===== src/rtl/percent_feed_monitor_core_assert.svh =====
// assertion macros shared by the percent feed monitor rtl
// expects a clock i_clk and an active-low reset i_rst_n in the including module
`ifndef PERCENT_FEED_MONITOR_CORE_ASSERT_SVH
`define PERCENT_FEED_MONITOR_CORE_ASSERT_SVH

// same-cycle implication
`define PFM_ASSERT_NOW(label, ante, cons, msg) \
    label: assert property (@(posedge i_clk) disable iff (!i_rst_n) (ante) |-> (cons)) \
        else $error(msg);

// next-cycle implication
`define PFM_ASSERT_NEXT(label, ante, cons, msg) \
    label: assert property (@(posedge i_clk) disable iff (!i_rst_n) (ante) |=> (cons)) \
        else $error(msg);

`endif


===== src/rtl/pfm_pkg.sv =====
// shared types and constants for the percent feed monitor
// no dependencies
`default_nettype none

package pfm_pkg;

    localparam int LINE_MAX_DEF = 16;

    localparam int CFG_IDX_W  = 3;
    localparam int CFG_DATA_W = 32;

    localparam logic [CFG_IDX_W-1:0] REG_STALE_MS   = 3'd0;
    localparam logic [CFG_IDX_W-1:0] REG_AMBER_AT   = 3'd1;
    localparam logic [CFG_IDX_W-1:0] REG_RED_AT     = 3'd2;
    localparam logic [CFG_IDX_W-1:0] REG_PANIC_AT   = 3'd3;
    localparam logic [CFG_IDX_W-1:0] REG_EASE_SHIFT = 3'd4;

    localparam logic [31:0] STALE_MS_RST   = 32'd12000;
    localparam logic [6:0]  AMBER_AT_RST   = 7'd50;
    localparam logic [6:0]  RED_AT_RST     = 7'd80;
    localparam logic [6:0]  PANIC_AT_RST   = 7'd95;
    localparam logic [2:0]  EASE_SHIFT_RST = 3'd3;

    localparam logic [9:0]  PCT_MAX = 10'd100;

    localparam logic [7:0] CH_LF    = 8'h0A;
    localparam logic [7:0] CH_CR    = 8'h0D;
    localparam logic [7:0] CH_COMMA = 8'h2C;
    localparam logic [7:0] CH_SPACE = 8'h20;
    localparam logic [7:0] CH_TAB   = 8'h09;
    localparam logic [7:0] CH_VT    = 8'h0B;
    localparam logic [7:0] CH_FF    = 8'h0C;
    localparam logic [7:0] CH_ZERO  = 8'h30;
    localparam logic [7:0] CH_NINE  = 8'h39;

    localparam logic       CMD_BYTE = 1'b0;
    localparam logic       CMD_TICK = 1'b1;

    typedef enum logic [1:0] {
        MODE_WAIT  = 2'd0,
        MODE_LIVE  = 2'd1,
        MODE_STALE = 2'd2,
        MODE_NONE  = 2'd3
    } t_mode;

    // verdict on the line collected so far
    typedef struct packed {
        logic       ok;
        logic [6:0] first_value;
        logic [6:0] second_value;
    } t_line_result;

endpackage

`default_nettype wire


===== src/rtl/percent_feed_monitor_core.sv =====
// top level of the percent feed monitor: input register, state update, result register
// depends on pfm_pkg, pfm_line_parser and percent_feed_monitor_core_assert.svh
`default_nettype none

// The block takes one item (serial byte or frame tick) per clock cycle and returns
// exactly one result per item: the item is held in the input register, where the line
// parser and the easing, mode and level logic work, and its result is then held in the
// result register. Input and result registers are separate, so a new item is
// taken every cycle while the result register drains; when the result side stalls,
// one item waits in the input register and the input side drops ready.

`include "percent_feed_monitor_core_assert.svh"

module percent_feed_monitor_core import pfm_pkg::*; #(
    parameter int LINE_MAX = LINE_MAX_DEF
) (
    input  wire logic                  i_clk,
    input  wire logic                  i_rst_n,
    input  wire logic                  i_cfg_we,
    input  wire logic [CFG_IDX_W-1:0]  i_cfg_idx,
    input  wire logic [CFG_DATA_W-1:0] i_cfg_data,
    input  wire logic                  i_in_valid,
    output logic                       o_in_ready,
    input  wire logic                  i_cmd,
    input  wire logic [7:0]            i_rx_byte,
    input  wire logic [31:0]           i_now_ms,
    output logic                       o_out_valid,
    input  wire logic                  i_out_ready,
    output logic [1:0]                 o_mode,
    output logic [6:0]                 o_session_shown,
    output logic [6:0]                 o_week_shown,
    output logic [1:0]                 o_session_level,
    output logic [1:0]                 o_week_level,
    output logic [1:0]                 o_face_level,
    output logic                       o_redraw,
    output logic                       o_line_accepted,
    output logic                       o_line_rejected
);

    // configuration
    logic [31:0] r_stale_ms;
    logic [6:0]  r_amber_at, r_red_at, r_panic_at;
    logic [2:0]  r_ease_shift;

    // input register
    logic        r_in_valid, r_in_cmd;
    logic [7:0]  r_in_byte;
    logic [31:0] r_in_now;

    // monitor state
    logic [6:0]  r_sess_tgt, r_week_tgt, r_sess_now, r_week_now;
    logic        r_have_data;
    logic [31:0] r_last_ms;
    t_mode       r_prev_mode;

    logic [6:0]  n_sess_tgt, n_week_tgt, n_sess_now, n_week_now;
    logic        n_have_data;
    logic [31:0] n_last_ms;
    t_mode       n_prev_mode;

    // result register
    logic        r_out_valid;
    t_mode       r_out_mode;
    logic [6:0]  r_out_sess, r_out_week;
    logic [1:0]  r_out_sess_lvl, r_out_week_lvl, r_out_face;
    logic        r_out_redraw, r_out_acc, r_out_rej;

    logic         c_step, c_is_byte, c_is_tick, c_acc, c_rej, c_redraw;
    t_mode        c_mode;
    logic [31:0]  c_elapsed;
    logic [6:0]   c_max;
    logic [1:0]   c_face;
    t_line_result c_line;

    function automatic logic [6:0] ease_step(input logic [6:0] cur, input logic [6:0] tgt,
                                             input logic [2:0] sh);
        logic [7:0] add;
        logic [7:0] diff;
        logic [7:0] stp;
        add  = (8'd1 << sh) - 8'd1;
        diff = 8'd0;
        stp  = 8'd0;
        if (cur < tgt) begin
            diff = 8'(tgt) - 8'(cur);
            stp  = (diff + add) >> sh;
            return cur + stp[6:0];
        end else if (cur > tgt) begin
            diff = 8'(cur) - 8'(tgt);
            stp  = (diff + add) >> sh;
            return cur - stp[6:0];
        end
        return cur;
    endfunction

    function automatic logic [1:0] colour_of(input logic [6:0] p, input logic [6:0] amber,
                                             input logic [6:0] red);
        priority if (p < amber) return 2'd0;
        else if (p < red)       return 2'd1;
        else                    return 2'd2;
    endfunction

    function automatic logic [1:0] face_of(input logic [6:0] p, input logic [6:0] amber,
                                           input logic [6:0] red, input logic [6:0] panic);
        priority if (p < amber) return 2'd0;
        else if (p < red)       return 2'd1;
        else if (p < panic)     return 2'd2;
        else                    return 2'd3;
    endfunction

    assign c_step     = r_in_valid && (!r_out_valid || i_out_ready);
    assign o_in_ready = !r_in_valid || c_step;
    assign c_is_byte  = (r_in_cmd == CMD_BYTE);
    assign c_is_tick  = (r_in_cmd == CMD_TICK);

    pfm_line_parser #(
        .LINE_MAX (LINE_MAX)
    ) u_parser (
        .i_clk     (i_clk),
        .i_rst_n   (i_rst_n),
        .i_byte_en (c_step && c_is_byte),
        .i_rx_byte (r_in_byte),
        .o_line    (c_line)
    );

    always_comb begin
        n_sess_tgt  = r_sess_tgt;
        n_week_tgt  = r_week_tgt;
        n_sess_now  = r_sess_now;
        n_week_now  = r_week_now;
        n_have_data = r_have_data;
        n_last_ms   = r_last_ms;
        n_prev_mode = r_prev_mode;
        c_acc       = 1'b0;
        c_rej       = 1'b0;
        c_redraw    = 1'b0;

        if (c_is_byte && r_in_byte == CH_LF) begin
            if (c_line.ok) begin
                n_sess_tgt  = c_line.first_value;
                n_week_tgt  = c_line.second_value;
                n_have_data = 1'b1;
                n_last_ms   = r_in_now;
                c_acc       = 1'b1;
            end else begin
                c_rej = 1'b1;
            end
        end

        // mode is taken after any target update of this byte
        c_elapsed = r_in_now - n_last_ms;
        if (!n_have_data)                c_mode = MODE_WAIT;
        else if (c_elapsed > r_stale_ms) c_mode = MODE_STALE;
        else                             c_mode = MODE_LIVE;

        if (c_is_tick) begin
            if (c_mode == MODE_LIVE) begin
                n_sess_now = ease_step(r_sess_now, r_sess_tgt, r_ease_shift);
                n_week_now = ease_step(r_week_now, r_week_tgt, r_ease_shift);
                c_redraw   = (n_sess_now != r_sess_now) || (n_week_now != r_week_now) ||
                             (r_prev_mode != MODE_LIVE);
            end else begin
                c_redraw = (c_mode != r_prev_mode);
            end
            n_prev_mode = c_mode;
        end

        c_max  = (n_sess_now > n_week_now) ? n_sess_now : n_week_now;
        c_face = (c_mode == MODE_LIVE) ?
                 face_of(c_max, r_amber_at, r_red_at, r_panic_at) : 2'd0;
    end

    always_ff @(posedge i_clk) begin
        if (!i_rst_n) begin
            r_stale_ms   <= STALE_MS_RST;
            r_amber_at   <= AMBER_AT_RST;
            r_red_at     <= RED_AT_RST;
            r_panic_at   <= PANIC_AT_RST;
            r_ease_shift <= EASE_SHIFT_RST;
            r_in_valid   <= 1'b0;
            r_out_valid  <= 1'b0;
            r_sess_tgt   <= '0;
            r_week_tgt   <= '0;
            r_sess_now   <= '0;
            r_week_now   <= '0;
            r_have_data  <= 1'b0;
            r_last_ms    <= '0;
            r_prev_mode  <= MODE_NONE;
        end else begin
            if (i_cfg_we) begin
                unique case (i_cfg_idx)
                    REG_STALE_MS:   r_stale_ms   <= i_cfg_data;
                    REG_AMBER_AT:   r_amber_at   <= i_cfg_data[6:0];
                    REG_RED_AT:     r_red_at     <= i_cfg_data[6:0];
                    REG_PANIC_AT:   r_panic_at   <= i_cfg_data[6:0];
                    REG_EASE_SHIFT: r_ease_shift <= i_cfg_data[2:0];
                    default: ;
                endcase
            end

            if (o_in_ready) r_in_valid <= i_in_valid;

            if (c_step) begin
                r_out_valid <= 1'b1;
                r_sess_tgt  <= n_sess_tgt;
                r_week_tgt  <= n_week_tgt;
                r_sess_now  <= n_sess_now;
                r_week_now  <= n_week_now;
                r_have_data <= n_have_data;
                r_last_ms   <= n_last_ms;
                r_prev_mode <= n_prev_mode;
            end else if (i_out_ready) begin
                r_out_valid <= 1'b0;
            end
        end
    end

    // payload registers, no reset
    always_ff @(posedge i_clk) begin
        if (o_in_ready) begin
            r_in_cmd  <= i_cmd;
            r_in_byte <= i_rx_byte;
            r_in_now  <= i_now_ms;
        end
        if (c_step) begin
            r_out_mode     <= c_mode;
            r_out_sess     <= n_sess_now;
            r_out_week     <= n_week_now;
            r_out_sess_lvl <= colour_of(n_sess_now, r_amber_at, r_red_at);
            r_out_week_lvl <= colour_of(n_week_now, r_amber_at, r_red_at);
            r_out_face     <= c_face;
            r_out_redraw   <= c_redraw;
            r_out_acc      <= c_acc;
            r_out_rej      <= c_rej;
        end
    end

    assign o_out_valid     = r_out_valid;
    assign o_mode          = r_out_mode;
    assign o_session_shown = r_out_sess;
    assign o_week_shown    = r_out_week;
    assign o_session_level = r_out_sess_lvl;
    assign o_week_level    = r_out_week_lvl;
    assign o_face_level    = r_out_face;
    assign o_redraw        = r_out_redraw;
    assign o_line_accepted = r_out_acc;
    assign o_line_rejected = r_out_rej;

    `PFM_ASSERT_NOW(a_face_only_live, o_out_valid && o_face_level != 2'd0,
        o_mode == MODE_LIVE, "face level set outside live mode")
    `PFM_ASSERT_NOW(a_line_flags_excl, o_out_valid,
        !(o_line_accepted && o_line_rejected) && !(o_redraw && o_line_accepted)
        && !(o_redraw && o_line_rejected), "line flags and redraw overlap")
    `PFM_ASSERT_NEXT(a_stalled_item_kept, r_in_valid && !c_step,
        r_in_valid && $stable(r_in_now) && $stable(r_in_byte), "waiting item lost")
    `PFM_ASSERT_NEXT(a_data_stays, r_have_data, r_have_data, "data present flag dropped")
    `PFM_ASSERT_NOW(a_shown_in_range, 1'b1,
        r_sess_now <= PCT_MAX[6:0] && r_week_now <= PCT_MAX[6:0], "shown value above 100")

endmodule

`default_nettype wire


===== src/rtl/pfm_line_parser.sv =====
// line parser: collects "a,b" text lines byte by byte and judges them
// depends on pfm_pkg
`default_nettype none

module pfm_line_parser import pfm_pkg::*; #(
    parameter int LINE_MAX = LINE_MAX_DEF
) (
    input  wire logic         i_clk,
    input  wire logic         i_rst_n,
    input  wire logic         i_byte_en,
    input  wire logic [7:0]   i_rx_byte,
    output t_line_result      o_line
);

    localparam int CNT_W = $clog2(LINE_MAX + 1);

    typedef enum logic [2:0] {
        PH_LEAD1  = 3'd0,
        PH_DIG1   = 3'd1,
        PH_TRAIL1 = 3'd2,
        PH_LEAD2  = 3'd3,
        PH_DIG2   = 3'd4,
        PH_TRAIL2 = 3'd5
    } t_phase;

    logic [CNT_W-1:0] r_chars, n_chars;
    t_phase           r_phase, n_phase;
    logic [9:0]       r_val1, n_val1, r_val2, n_val2;
    logic [2:0]       r_cnt1, n_cnt1, r_cnt2, n_cnt2;
    logic             r_bad, n_bad;

    logic             c_dig, c_blank, c_comma;
    logic [3:0]       c_d;

    assign c_dig   = (i_rx_byte >= CH_ZERO) && (i_rx_byte <= CH_NINE);
    assign c_blank = (i_rx_byte == CH_SPACE) || (i_rx_byte == CH_TAB) ||
                     (i_rx_byte == CH_VT) || (i_rx_byte == CH_FF);
    assign c_comma = (i_rx_byte == CH_COMMA);
    assign c_d     = i_rx_byte[3:0];

    always_comb begin
        n_chars = r_chars;
        n_phase = r_phase;
        n_val1  = r_val1;
        n_val2  = r_val2;
        n_cnt1  = r_cnt1;
        n_cnt2  = r_cnt2;
        n_bad   = r_bad;
        if (i_rx_byte == CH_LF) begin
            n_chars = '0;
            n_phase = PH_LEAD1;
            n_val1  = '0;
            n_val2  = '0;
            n_cnt1  = '0;
            n_cnt2  = '0;
            n_bad   = 1'b0;
        end else if (i_rx_byte != CH_CR && r_chars < CNT_W'(LINE_MAX)) begin
            n_chars = r_chars + CNT_W'(1);
            if (!r_bad) begin
                unique case (r_phase)
                    PH_LEAD1, PH_DIG1: begin
                        if (c_dig) begin
                            // fourth digit marks the line bad
                            if (r_cnt1 < 3'd3) begin
                                n_val1 = (r_val1 << 3) + (r_val1 << 1) + 10'(c_d);
                                n_cnt1 = r_cnt1 + 3'd1;
                            end else begin
                                n_cnt1 = 3'd4;
                                n_bad  = 1'b1;
                            end
                            n_phase = PH_DIG1;
                        end else if (c_blank) begin
                            if (r_phase == PH_DIG1) n_phase = PH_TRAIL1;
                        end else if (c_comma && r_phase == PH_DIG1) begin
                            n_phase = PH_LEAD2;
                        end else begin
                            n_bad = 1'b1;
                        end
                    end
                    PH_TRAIL1: begin
                        if (c_comma) n_phase = PH_LEAD2;
                        else if (!c_blank) n_bad = 1'b1;
                    end
                    PH_LEAD2, PH_DIG2: begin
                        if (c_dig) begin
                            if (r_cnt2 < 3'd3) begin
                                n_val2 = (r_val2 << 3) + (r_val2 << 1) + 10'(c_d);
                                n_cnt2 = r_cnt2 + 3'd1;
                            end else begin
                                n_cnt2 = 3'd4;
                                n_bad  = 1'b1;
                            end
                            n_phase = PH_DIG2;
                        end else if (c_blank) begin
                            if (r_phase == PH_DIG2) n_phase = PH_TRAIL2;
                        end else begin
                            n_bad = 1'b1;
                        end
                    end
                    default: begin
                        if (!c_blank) n_bad = 1'b1;
                    end
                endcase
            end
        end
    end

    always_ff @(posedge i_clk) begin
        if (!i_rst_n) begin
            r_chars <= '0;
            r_phase <= PH_LEAD1;
            r_val1  <= '0;
            r_val2  <= '0;
            r_cnt1  <= '0;
            r_cnt2  <= '0;
            r_bad   <= 1'b0;
        end else if (i_byte_en) begin
            r_chars <= n_chars;
            r_phase <= n_phase;
            r_val1  <= n_val1;
            r_val2  <= n_val2;
            r_cnt1  <= n_cnt1;
            r_cnt2  <= n_cnt2;
            r_bad   <= n_bad;
        end
    end

    assign o_line.ok = !r_bad && (r_phase == PH_DIG2 || r_phase == PH_TRAIL2) &&
                       r_cnt1 >= 3'd1 && r_cnt1 <= 3'd3 &&
                       r_cnt2 >= 3'd1 && r_cnt2 <= 3'd3 &&
                       r_val1 <= PCT_MAX && r_val2 <= PCT_MAX;
    assign o_line.first_value  = r_val1[6:0];
    assign o_line.second_value = r_val2[6:0];

endmodule

`default_nettype wire


===== config.mk =====
export PLATFORM = sky130hd
export DESIGN_NAME = percent_feed_monitor_core
export DESIGN_NICKNAME = d
export VERILOG_FILES = /design/src/rtl/pfm_pkg.sv /design/src/rtl/percent_feed_monitor_core.sv /design/src/rtl/pfm_line_parser.sv
export VERILOG_INCLUDE_DIRS = /design/src /design/src/rtl
export SDC_FILE = /design/constraint.sdc
export NUM_CORES = 1
export LEC_CHECK = 0
export BUFFER_PORTS_ARGS = -buffer_cell sky130_fd_sc_hd__buf_2
export CAP_MARGIN = 40
export CORE_ASPECT_RATIO = 1.25
export CORE_MARGIN = 2
export CORE_UTILIZATION = 50
export DETAILED_ROUTE_END_ITERATION = 12
export PLACE_DENSITY_LB_ADDON = 0.12
export SKIP_LAST_GASP = 1
export SYNTH_ARGS = -nofsm -noshare
export SYNTH_HDL_FRONTEND = slang
export SYNTH_SLANG_ARGS = --single-unit

===== constraint.sdc =====
create_clock -name i_clk -period 13.54 [get_ports i_clk]
set_input_delay 1.354 -clock i_clk [delete_from_list [all_inputs] [get_ports i_clk]]
set_output_delay 1.354 -clock i_clk [all_outputs]
set_load 0.02 [all_outputs]

==> metrics.md <==
| Metric | Value |
|---|---|
| Outcome | `finished clean` |
| Nets@finish | `about 2400` |
| Post-synth top area share | `around 18%` |
| Post-synthesis xor/xnor area fraction | `about 4.6%` |
| Peak VDD IR | `0.08556 mV` |
| Flop pwr share | `35.8%` |
| IO buf count | `107` |
| Num ports | `roughly 110` |
| Hold-fix buffers, CTS | `0` |
| Compound-Gate Fraction of Synth Area | `a little over a fifth` |
| Crit-path max FO | `23` |
| Net Switching | `~0.00064 W` |
| Critical Path Start Type | `register` |
| CTS root buf | `clkbuf_16` |
| Area leader, netlist | `dfxtp_1` |
| First-pass GRT wire length | `between 70 and 80 mm` |
| Min-Delay Path Depth | `2` |
| Row cnt | `76` |
| Via count | `roughly 15000` |
| Overall routed net length | `between 40 and 50 mm` |
| RSZ-0062 raised after global routing | `no` |
| Starting density of the core | `about half` |
| Antenna violations before repair | `0` |
| Dpl cell area | `0.01843 mm^2` |
| CTS tree | `yes` |
| Placed cell count | `roughly 2500` |
| Clock net sink count | `between 200 and 250` |
| Max stage delay cell, worst path | `or4_1` |
| Grt ovf | `0` |
| Avg WL per Cell | `~17 um` |
| CTS resizes | `0` |
| Achievable frequency | `approximately 90 MHz` |
| Slew headroom | `a little over two fifths` |
| Worst-margin pin slew | `roughly 840 ps` |
| Cell count after synthesis | `2031` |
| Levels on crit path | `between 40 and 50` |
| Vias in the first global route | `14620` |
| Die W | `approximately 170 um` |
| Worst-path clk slew | `about 60 ps` |
| Tmin final | `~11000 ps` |
| Asr flop ratio synth | `0%` |
| DRC | `0` |
| Htree depth | `1` |
| Final Max Slew Viols | `0` |
| Largest family of logic cells by synthesized area | `compound AO/OA/AOI/OAI gates` |
| DR pass1 iterations | `5` |
| CTS Buffer Depth | `3` |
| R2R depth | `45` |
| Max Cap Viol | `0` |
| Core area | `0.03442 mm^2` |
| Antenna diode count | `0` |
| Synth Area in Adders | `between 10% and 20%` |
| Dominant synthesized flop cell | `dfxtp_1` |
| Worst min path class | `register to register` |
| Most common cell in the netlist | `nand2_1` |
| CTS Buf Count | `25` |
| Antenna viol nets, final | `0` |
| Final HPWL DP | `34.60 mm` |
| Worst-Skew Late Latency | `530 ps` |
| Layout cells sized above 1 | `under 10%` |
| Leak | `8.008 nW` |
| Die Ht | `212.7 um` |
| Post-synth EDFFs | `66` |
| Combinational power share | `30.0%` |
| Worst Path Class, Setup | `register to register` |
| Synth Warn # | `0` |
| CP arrival | `between 10000 and 15000 ps` |
| Post-Layout Cell Count | `about 2600` |
| Max incr delay on CP | `between 600 and 700 ps` |
| Die area | `about 0.036 mm^2` |
| Count of state elements after synthesis | `around 220` |
| Required time worst endpoint | `13810 ps` |
| Pwr Density | `roughly 100 mW/mm^2` |
| WHS | `around 460 ps` |
| GRT Total Usage | `between 20% and 30%` |
| Clock power share | `between 30% and 40%` |
| Maximum number of pins on one net before global-route repair | `81` |
| Synth cell count leaders | `nand2_1 (302), ha_1 (207), dfxtp_1 (156), inv_1 (152), a21oi_1 (121)` |
| Placer's final routability congestion estimate | `roughly 0.9` |
| Sw Share | `a little under a third` |
| Worst Path Buf+Inv | `4` |
| Clock Skews | `between 10 and 15 ps` |
| Final setup violation count | `0` |
| Distinct cells, synth | `75` |
| Synth area leaders | `dfxtp_1 (18%), ha_1 (15%), edfxtp_1 (11%)` |
| CP dominant cell by count | `a21oi_1` |
| Total negative slack | `0 ps` |
| Iter 0 DRT Violations | `between 700 and 800` |
| Area grow syn2layout | `10.60%` |
| Mapped Area | `0.01742 mm^2` |
| Syn_nets | `between 2000 and 2500` |
| Vias per cell | `between 5 and 6` |
| Pint | `0.001371 W` |
| Fin area | `slightly below 0.02 mm^2` |
| Crit-path leading delay family | `simple AND/OR/NAND/NOR gates` |
| Seq/Total Area, Yosys | `between 20 and 30%` |
| Post-CTS setup buffers | `0` |
| Post-synthesis simple-gate area fraction | `~17%` |
| Fin. Hold Viols | `0` |
| Mux contribution to synthesized area | `under 10%` |
| Syn Area/Cell | `around 8.6 um^2` |
| Final Cycle Share | `around 80%` |
| Crit. End Element | `register` |
-- path summary, 6_finish.rpt --
check / from / endpoint / slack, ps
setup / recovery: r_in_byte[4]$_DFFE_PP_ / o_face_level[0]$_SDFFCE_PP0P_ / 2440
hold / removal: r_stale_ms[15]$_SDFFE_PN0P_ / r_stale_ms[15]$_SDFFE_PN0P_ / 460
setup reg to reg: r_in_byte[4]$_DFFE_PP_ / o_face_level[0]$_SDFFCE_PP0P_ / 2440
hold reg to reg: r_stale_ms[15]$_SDFFE_PN0P_ / r_stale_ms[15]$_SDFFE_PN0P_ / 460
-- power groups by stage --
stage / clock network [W] / registers, W / logic (W)
after floorplan: 0 / 0.000733 / 0.000455
after global placement: 0 / 0.000736 / 0.000584
after detailed placement: 0 / 0.000737 / 0.000598
after CTS: 0.000705 / 0.000722 / 0.000602
after global routing: 0.000730 / 0.000724 / 0.000676
final: 0.000689 / 0.000722 / 0.000605
-- placed cells by master (no fill, tap or decap), drive strengths merged, types with 64 or more instances in the layout --
cell | Yosys | routed
edfxtp | 66 | 66
inv | 152 | 153
xnor2 | 64 | 64
nor2 | 95 | 95
a21oi | 125 | 125
dfxtp | 156 | 156
a21boi | 95 | 95
o21ai | 88 | 88
buf | 10 | 124
ha | 207 | 207
nand2 | 302 | 302
-- cell type report --
| cell class | instances | area, um^2 |
|---|---|---|
| clock buffer | 27 | 654.4 |
| clock inverter | 18 | 180.2 |
| fill | 3203 | 15160 |
| inverter | 153 | 574.3 |
| multi-input combinational | 1581 | 11460 |
| sequential | 222 | 5105 |
| tap | 468 | 585.6 |
| timing repair buffer | 124 | 698.2 |
-- through the flow --
stage,total power (W),util (%),setup slack (ps)
detailed placement,0.001335,53.53,2572
CTS,0.002030,55.95,2537
finish,0.002016,55.95,2442
global placement,0.001320,53.35,2938
global route,0.002130,55.95,1501
floorplan,0.001188,-,3676
-- tightest hold or removal path, stage by stage, from the launching register on --
cell	delay, ps
dfxtp_1	310
nand2_1	50
a21boi_0	60
-- metal layers --
metal  up-vias  routed length [um]  global-route usage [%]
li1       7383                   -                       -
met2       283               22510                   45.72
met3        92                1440                   2.632
met1      6862               19040                   29.29
met5         -                   0                       0
met4         0                1552                   9.030
-- state kept, by name, indices dropped and copies added (netlist names), 3 cells and up --
register / count
r_week_now: 7
r_stale_ms: 32
r_amber_at: 7
r_in_byte: 8
u_parser.r_chars: 5
r_sess_now: 7
u_parser.r_val1: 10
r_last_ms: 32
u_parser.r_cnt2: 3
r_sess_tgt: 7
u_parser.r_phase: 3
r_week_tgt: 7
u_parser.r_val2: 10
r_red_at: 7
r_ease_shift: 3
o_week_shown: 7
u_parser.r_cnt1: 3
r_in_now: 32
o_session_shown: 7
r_panic_at: 7
-- logic make-up (layout without fill, tap and decap cells) --
group | Yosys count | after routing
flip-flops | 222 | 222
XOR/XNOR | 91 | 91
adder cells (fa/ha/maj) | 242 | 242
AO/OA/AOI/OAI | 558 | 558
AND/OR/NAND/NOR | 624 | 624
buffers and inverters | 228 | 322
multiplexers | 66 | 66
(Power assumes the default switching activity.)
